[src/rtl/core/tlbr_pkg.sv]
`timescale 1ns / 1ps

package tlbr_pkg;

    localparam int ADDR_W  = 32;
    localparam int FRAME_W = 8;
    localparam int PAGE_W  = 25;
    localparam int SLOT_W  = 2;

    typedef enum logic [2:0] {
        ST_IDLE,
        ST_SCAN,
        ST_PAGE_RD,
        ST_UPDATE,
        ST_FILL,
        ST_DONE
    } t_state;

endpackage

[src/rtl/core/tlb_refill_lru_replacement.sv]
`timescale 1ns / 1ps

// TLB refill with least-recently-used replacement.
//
// Command channel: an item (fault address and frame number) is taken at a
// rising edge where start is high and busy is low. busy stays high until the
// result has been shown. The result (slot, replaced flag, evicted page) is
// marked by o_done, which is high for exactly one cycle; the receiver
// cannot stall, so nothing waits on it.
//
// Items are not overlapped: the next item can be taken in the cycle after
// o_done. The time per item is set by the single read port of the age
// store: one walk over all entries finds the free entry or the oldest one,
// a second walk ages every other entry and clears the chosen one, one entry
// per cycle each.
//
// Reset clears the valid bits and the sequencer. Ages, pages and frames of
// entries that were never filled are not cleared; their values never decide
// a choice or an output, as only valid entries are compared or evicted.
module tlb_refill_lru_replacement #(
    parameter int TLB_ENTRIES = 4,
    parameter int PAGE_BYTES  = 128,
    parameter int AGE_BITS    = 8
) (
    input  logic                          i_clk,
    input  logic                          i_rst_n,
    input  logic                          start,
    output logic                          busy,
    input  logic [tlbr_pkg::ADDR_W-1:0]   i_fault_address,
    input  logic [tlbr_pkg::FRAME_W-1:0]  i_frame_number,
    output logic                          o_done,
    output logic [tlbr_pkg::SLOT_W-1:0]   o_slot,
    output logic                          o_replaced_valid,
    output logic [tlbr_pkg::PAGE_W-1:0]   o_evicted_page
);

    import tlbr_pkg::*;

    localparam int IDX_W = $clog2(TLB_ENTRIES);
    localparam int OFF_W = $clog2(PAGE_BYTES);
    localparam logic [IDX_W-1:0]    LAST    = IDX_W'(TLB_ENTRIES - 1);
    localparam logic [AGE_BITS-1:0] AGE_MAX = {AGE_BITS{1'b1}};

    t_state r_state, n_state;

    logic [TLB_ENTRIES-1:0] r_valid;

    logic [AGE_BITS-1:0] mem_age  [TLB_ENTRIES];
    logic [PAGE_W-1:0]   mem_page [TLB_ENTRIES];
    logic [FRAME_W-1:0]  mem_frame[TLB_ENTRIES];

    logic [PAGE_W-1:0]   r_page_new;
    logic [FRAME_W-1:0]  r_frame_new;
    logic [PAGE_W-1:0]   r_page_q;
    logic [AGE_BITS-1:0] r_age_q;

    logic [IDX_W-1:0]    r_idx;
    logic                r_issue;
    logic [IDX_W-1:0]    r_chk_idx;
    logic                r_chk_vld;

    logic [IDX_W-1:0]    r_best;
    logic [AGE_BITS-1:0] r_best_age;
    logic                r_found_free;

    logic                accept;
    logic                last_chk;
    logic                walk;
    logic                age_we;
    logic [AGE_BITS-1:0] age_wdata;
    logic                page_rd;
    logic                fill;

    assign accept   = start && !busy;
    assign last_chk = r_chk_vld && (r_chk_idx == LAST);

    // Next state.
    always_comb begin
        n_state = r_state;
        unique case (r_state)
            ST_IDLE:    if (start) n_state = ST_SCAN;
            ST_SCAN:    if (last_chk) n_state = ST_PAGE_RD;
            ST_PAGE_RD: n_state = ST_UPDATE;
            ST_UPDATE:  if (last_chk) n_state = ST_FILL;
            ST_FILL:    n_state = ST_DONE;
            ST_DONE:    n_state = ST_IDLE;
            default:    n_state = ST_IDLE;
        endcase
    end

    // Control outputs.
    always_comb begin
        busy    = 1'b1;
        walk    = 1'b0;
        age_we  = 1'b0;
        page_rd = 1'b0;
        fill    = 1'b0;
        o_done  = 1'b0;
        unique case (r_state)
            ST_IDLE:    busy = 1'b0;
            ST_SCAN:    walk = 1'b1;
            ST_PAGE_RD: page_rd = 1'b1;
            ST_UPDATE: begin
                walk   = 1'b1;
                age_we = r_chk_vld;
            end
            ST_FILL:    fill = 1'b1;
            ST_DONE:    o_done = 1'b1;
            default:    busy = 1'b1;
        endcase
    end

    // The chosen entry restarts at zero; every other one ages, saturating.
    always_comb begin
        if (r_chk_idx == r_best) begin
            age_wdata = '0;
        end else if (r_age_q == AGE_MAX) begin
            age_wdata = r_age_q;
        end else begin
            age_wdata = r_age_q + 1'b1;
        end
    end

    always_ff @(posedge i_clk) begin
        if (!i_rst_n) begin
            r_state <= ST_IDLE;
        end else begin
            r_state <= n_state;
        end
    end

    // Walk counters: an issue stage addresses the age store, a check stage
    // sees the registered read data in the following cycle.
    always_ff @(posedge i_clk) begin
        if (!i_rst_n) begin
            r_idx     <= '0;
            r_issue   <= 1'b0;
            r_chk_vld <= 1'b0;
            r_chk_idx <= '0;
        end else if (accept || page_rd) begin
            r_idx     <= '0;
            r_issue   <= 1'b1;
            r_chk_vld <= 1'b0;
        end else if (walk) begin
            r_chk_vld <= r_issue;
            r_chk_idx <= r_idx;
            if (r_issue) begin
                r_idx <= r_idx + 1'b1;
                if (r_idx == LAST) begin
                    r_issue <= 1'b0;
                end
            end
        end
    end

    // Selection: the first invalid entry wins; while all entries so far are
    // valid, keep the oldest, the lower index on ties.
    always_ff @(posedge i_clk) begin
        if (!i_rst_n) begin
            r_found_free <= 1'b0;
        end else if (accept) begin
            r_found_free <= 1'b0;
        end else if (r_state == ST_SCAN && r_chk_vld && !r_found_free) begin
            if (!r_valid[r_chk_idx]) begin
                r_found_free <= 1'b1;
                r_best       <= r_chk_idx;
            end else if (r_chk_idx == '0 || r_age_q > r_best_age) begin
                r_best       <= r_chk_idx;
                r_best_age   <= r_age_q;
            end
        end
    end

    always_ff @(posedge i_clk) begin
        if (accept) begin
            r_page_new  <= PAGE_W'(i_fault_address >> OFF_W);
            r_frame_new <= i_frame_number;
        end
    end

    always_ff @(posedge i_clk) begin
        if (walk && r_issue) begin
            r_age_q <= mem_age[r_idx];
        end
        if (age_we) begin
            mem_age[r_chk_idx] <= age_wdata;
        end
    end

    always_ff @(posedge i_clk) begin
        if (page_rd) begin
            r_page_q <= mem_page[r_best];
        end
        if (fill) begin
            mem_page[r_best]  <= r_page_new;
            mem_frame[r_best] <= r_frame_new;
        end
    end

    always_ff @(posedge i_clk) begin
        if (!i_rst_n) begin
            r_valid <= '0;
        end else if (fill) begin
            r_valid[r_best] <= 1'b1;
        end
    end

    assign o_slot           = SLOT_W'(r_best);
    assign o_replaced_valid = !r_found_free;
    assign o_evicted_page   = r_found_free ? '0 : r_page_q;

    a_busy_after_accept: assert property (@(posedge i_clk) disable iff (!i_rst_n)
        accept |=> busy)
        else $error("busy not raised after an accepted item");

    a_idle_after_done: assert property (@(posedge i_clk) disable iff (!i_rst_n)
        o_done |=> !busy)
        else $error("block still busy after the result");

    a_slot_valid: assert property (@(posedge i_clk) disable iff (!i_rst_n)
        o_done |-> r_valid[r_best])
        else $error("filled entry not marked valid");

    a_evict_only_full: assert property (@(posedge i_clk) disable iff (!i_rst_n)
        (o_done && o_replaced_valid) |-> (&r_valid))
        else $error("eviction while a free entry existed");

endmodule

[config.mk]
export PLATFORM = sky130hd
export DESIGN_NAME = tlb_refill_lru_replacement
export DESIGN_NICKNAME = d
export VERILOG_FILES = /design/src/rtl/core/tlbr_pkg.sv /design/src/rtl/core/tlb_refill_lru_replacement.sv
export SDC_FILE = /design/constraint.sdc
export NUM_CORES = 1
export LEC_CHECK = 0
export ABC_AREA = 0
export BUFFER_PORTS_ARGS = -buffer_cell sky130_fd_sc_hd__buf_2
export CAP_MARGIN = 15
export CORE_ASPECT_RATIO = 1.2
export CORE_MARGIN = 10
export CORE_UTILIZATION = 40
export DETAILED_ROUTE_END_ITERATION = 8
export GPL_ROUTABILITY_DRIVEN = 0
export GPL_TIMING_DRIVEN = 0
export PLACE_DENSITY_LB_ADDON = 0.3
export SYNTH_ARGS = -nofsm -noshare
export SYNTH_HDL_FRONTEND = slang
export SYNTH_SLANG_ARGS = --single-unit
[constraint.sdc]
create_clock -name i_clk -period 2.8 [get_ports i_clk]
set_clock_uncertainty 0.2 [all_clocks]
set_input_delay 0.42 -clock i_clk [delete_from_list [all_inputs] [get_ports i_clk]]
set_output_delay 0.42 -clock i_clk [all_outputs]
set_load 0.01 [all_outputs]
==> results by group <==
Run status
  • Outcome: finished, final reports clean

Die
  • Full die area: ~27000 um^2
  • Initial core utilization: 0.4061
  • IO Count: 73
  • Die X: around 150 um
  • # rows: between 50 and 60
  • DIE HEIGHT: roughly 180 um
  • Core ar.: between 20000 and 25000 um^2

Routing
  • Initial drt markers: 319
  • Initial DRT Pass Iterations: 4
  • DR vias/cell: roughly 5
  • WL/cell: 18.80 um
  • WL met3: roughly 650 um
  • DR DRC count: 0
  • Met2 wire len: slightly below 8000 um
  • WL met1: about 6300 um
  • Routed Antenna Nets: 0
  • Highest Signal Layer: met4
  • Vias post-DR: 4026
  • Total Wirelength: approximately 15000 um

Worst hold path
  • Hold endpoint: r_state[0]
  • Beginning of the worst hold path: start
  • Hold Path Class: input port to flop
  • Hold Path Stages: 3

CTS
  • Post-CTS Resized: 0
  • CTS max path bufs: 3
  • CTS buffer count: 20
  • CTS tree: yes
  • TritonCTS Sinks: 214
  • CTS HTree Levels: 1
  • Root Driver: clkbuf_16
  • Worst skew pair latency: between 0.4 and 0.5 ns
  • Worst-path clk slew: about 0.070 ns

Yosys
  • Synth top area cells: edfxtp_1, mux4_2, dfxtp_1
  • FFs w/ async S/R, synth: 0
  • Cells after Synth: around 420
  • Sequential share of the synthesized area: 0.7670
  • Syn Nets: around 470
  • Post-synth EDFFs: 200
  • Synthesized area: roughly 8200 um^2
  • Largest area contributor in the netlist: edfxtp_1
  • Yosys warning total: 0
  • Post-synth cell types: 50
  • #FFs+latches synth: 214
  • Top-area cell type share of the netlist area: 0.7328
  • Syn Area/Cell: a little under 20 um^2
  • Primary FF master, synth: edfxtp_1

Critical path
  • Worst setup SP type: flop
  • Worst EP arrival: between 1.5 and 2 ns
  • FF-to-FF path depth: 5
  • Critical path class: flop to output port
  • CP peak stage delay: about 0.58 ns
  • Crit path max fanout: 10
  • Slowest CP cell: dfxtp_1
  • Worst path buffer plus inverter count: 2
  • CP Capture Type: output port
  • RR Endpoint: r_best_age[1]
  • Delay-heaviest family, CP: buffers and inverters
  • Worst reg2reg setup slack: between 0.3 and 0.4 ns
  • Reg-to-Reg Start: r_age_q[5]
  • CP required: 2.18 ns
  • Critical path cell sequence: clkbuf_1 -> nor2b_1 -> buf_2

Finish
  • Commonest non-fill, non-tap cells in the layout: edfxtp_1, buf_2, mux4_2
  • Layout cells sized above 1: 0.2907
  • Post-layout util: 0.4911
  • Layout area overhead: 20.95%
  • Commonest non-fill, non-tap cell in the layout: edfxtp_1
  • Nets: around 580
  • Number of diodes: 0

Timing
  • Max-slew violations: 0
  • Final setup fails: 0
  • Final min period: about 2.5 ns
  • Relative slew slack: 0.3864
  • Final Cycle Share: 0.9092
  • Worst Tran Pin Value: just over 0.9 ns
  • Hold Slack: approximately 0.1 ns
  • RSZ-0062 raised after global routing: no
  • Worst Slack Setup Final: between 0.2 and 0.3 ns
  • F_max: a little under 400 MHz
  • Fin. Hold Viols: 0

Power
  • Pwr per Cell Area: roughly 690 nW/um^2
  • Max VDD drop: approximately 690 uV
  • Lkg Pwr: roughly 3.4 nW

Global route
  • Largest net degree at the start of global routing: 27
  • Antenna violations before repair: 0
  • First-pass GRT wire length: roughly 25000 um
  • Vias in the first global route: around 4400
  • Total GRT Usage: 0.1170
  • Gr ovfl total: 0

Place
  • Setup Slack @ Placement: around 0.36 ns
  • Hpwl dp: slightly below 10000 um
  • IO buf count: 57

Flow run
  • Max-cap violations: 0
-- flip-flops by register name, indices dropped and copies added (netlist names) --
name / count
mem_page: 100
mem_age: 32
r_page_new: 25
r_page_q: 25
r_age_q: 8
r_best_age: 8
r_valid: 4
r_state: 3
o_slot: 2
r_chk_idx: 2
r_idx: 2
r_chk_vld: 1
r_found_free: 1
r_issue: 1
-- cells in the mapped netlist, types with 2 or more instances --
library cell,count
o211ai_1,2
buf_4,3
dfxtp_1,14
buf_1,2
a21oi_1,11
nand2_1,8
o21a_1,5
a211oi_1,2
nand4_1,4
nor2b_1,31
clkbuf_1,3
mux4_2,33
nor2_1,11
or2_2,2
buf_6,3
inv_1,11
and3_1,2
xor2_1,4
edfxtp_1,200
and4_1,2
buf_2,6
mux2i_1,6
nand3_1,4
o21ai_0,4
nor3_1,6
a21o_1,2
ha_1,10
xnor2_1,2
nor3b_1,2
-- power by group --
part           leakage (nW)  switching, W  internal, W
logic                  1.09      0.000162     0.000137
clock network         0.340       0.00112      0.00175
registers              1.93     0.0000526      0.00360
total                  3.36       0.00133      0.00548
-- how the worst max path moves through the flow --
| stage | slack [ns] | depth (start not counted) | from | to |
|---|---|---|---|---|
| floorplan | 0.27 | 4 | r_state[0] | mem_page[1][0] |
| global placement | -0.88 | 3 | o_slot[0] | mem_page[1][11] |
| detailed placement | 0.36 | 4 | r_state[0] | mem_page[0][14] |
| CTS | 0.18 | 3 | r_found_free | o_evicted_page[21] |
| global route | 0.11 | 3 | r_found_free | o_evicted_page[18] |
| finish | 0.25 | 3 | r_found_free | o_evicted_page[18] |
-- cell type report --
type,count,area (um^2)
inverter,11,41.29
sequential,214,6286
buffer,17,105.1
timing repair buffer,88,636.9
tap,265,331.6
clock buffer,24,536.8
fill,1657,10270
multi-input combinational,174,1808
clock inverter,12,166.4
-- per-layer routing --
| metal | up-vias | GRT usage |
|---|---|---|
| met3 | 23 | 0.02098 |
| li1 | 1868 | - |
| met1 | 2051 | 0.1453 |
| met5 | - | 0 |
| met2 | 84 | 0.2057 |
| met4 | 0 | 0.02972 |
-- metrics by stage --
step | area (um^2) | TNS [ns] | std cells | total power (W)
2_1_floorplan | 8195 | 0 | 416 | 0.003868
3_3_place_gp | 8812 | -86.40 | 738 | 0.003975
3_5_place_dp | 8959 | 0 | 744 | 0.003999
4_1_cts | 9912 | 0 | 805 | 0.006872
5_1_grt | 9912 | 0 | 805 | 0.007027
6_report | 9912 | 0 | 805 | 0.006810
-- cells by family (layout without fill, tap and decap cells) --
group                      count (synthesis)  count (layout)  share of synthesized area
DFF                                      214             214                     0.7670
xor gates and xnor gates                   6               6                   0.006412
adders and majority gates                 10              10                    0.01527
AOI/OAI and AO/OA                         34              34                    0.02794
and+or+nand+nor                           84              84                    0.06611
muxes                                     40              40                    0.09939
buffers and inverters                     28             152                    0.01786
-- worst register-to-register path, delay by kind of cell (launching register included) --
| kind | cells | cell delay, ns |
|---|---|---|
| compound gates | 2 | 0.72 |
| fa+ha+maj | 1 | 0.36 |
| flops | 1 | 0.51 |
| simple gates | 2 | 0.26 |
-- timing repair --
item,in CTS,in global routing
hold buffers,25,0
buffers inserted,0,0
hold endpoints to repair,25,0
setup endpoints to repair,0,0
(Power assumes the default switching activity.)
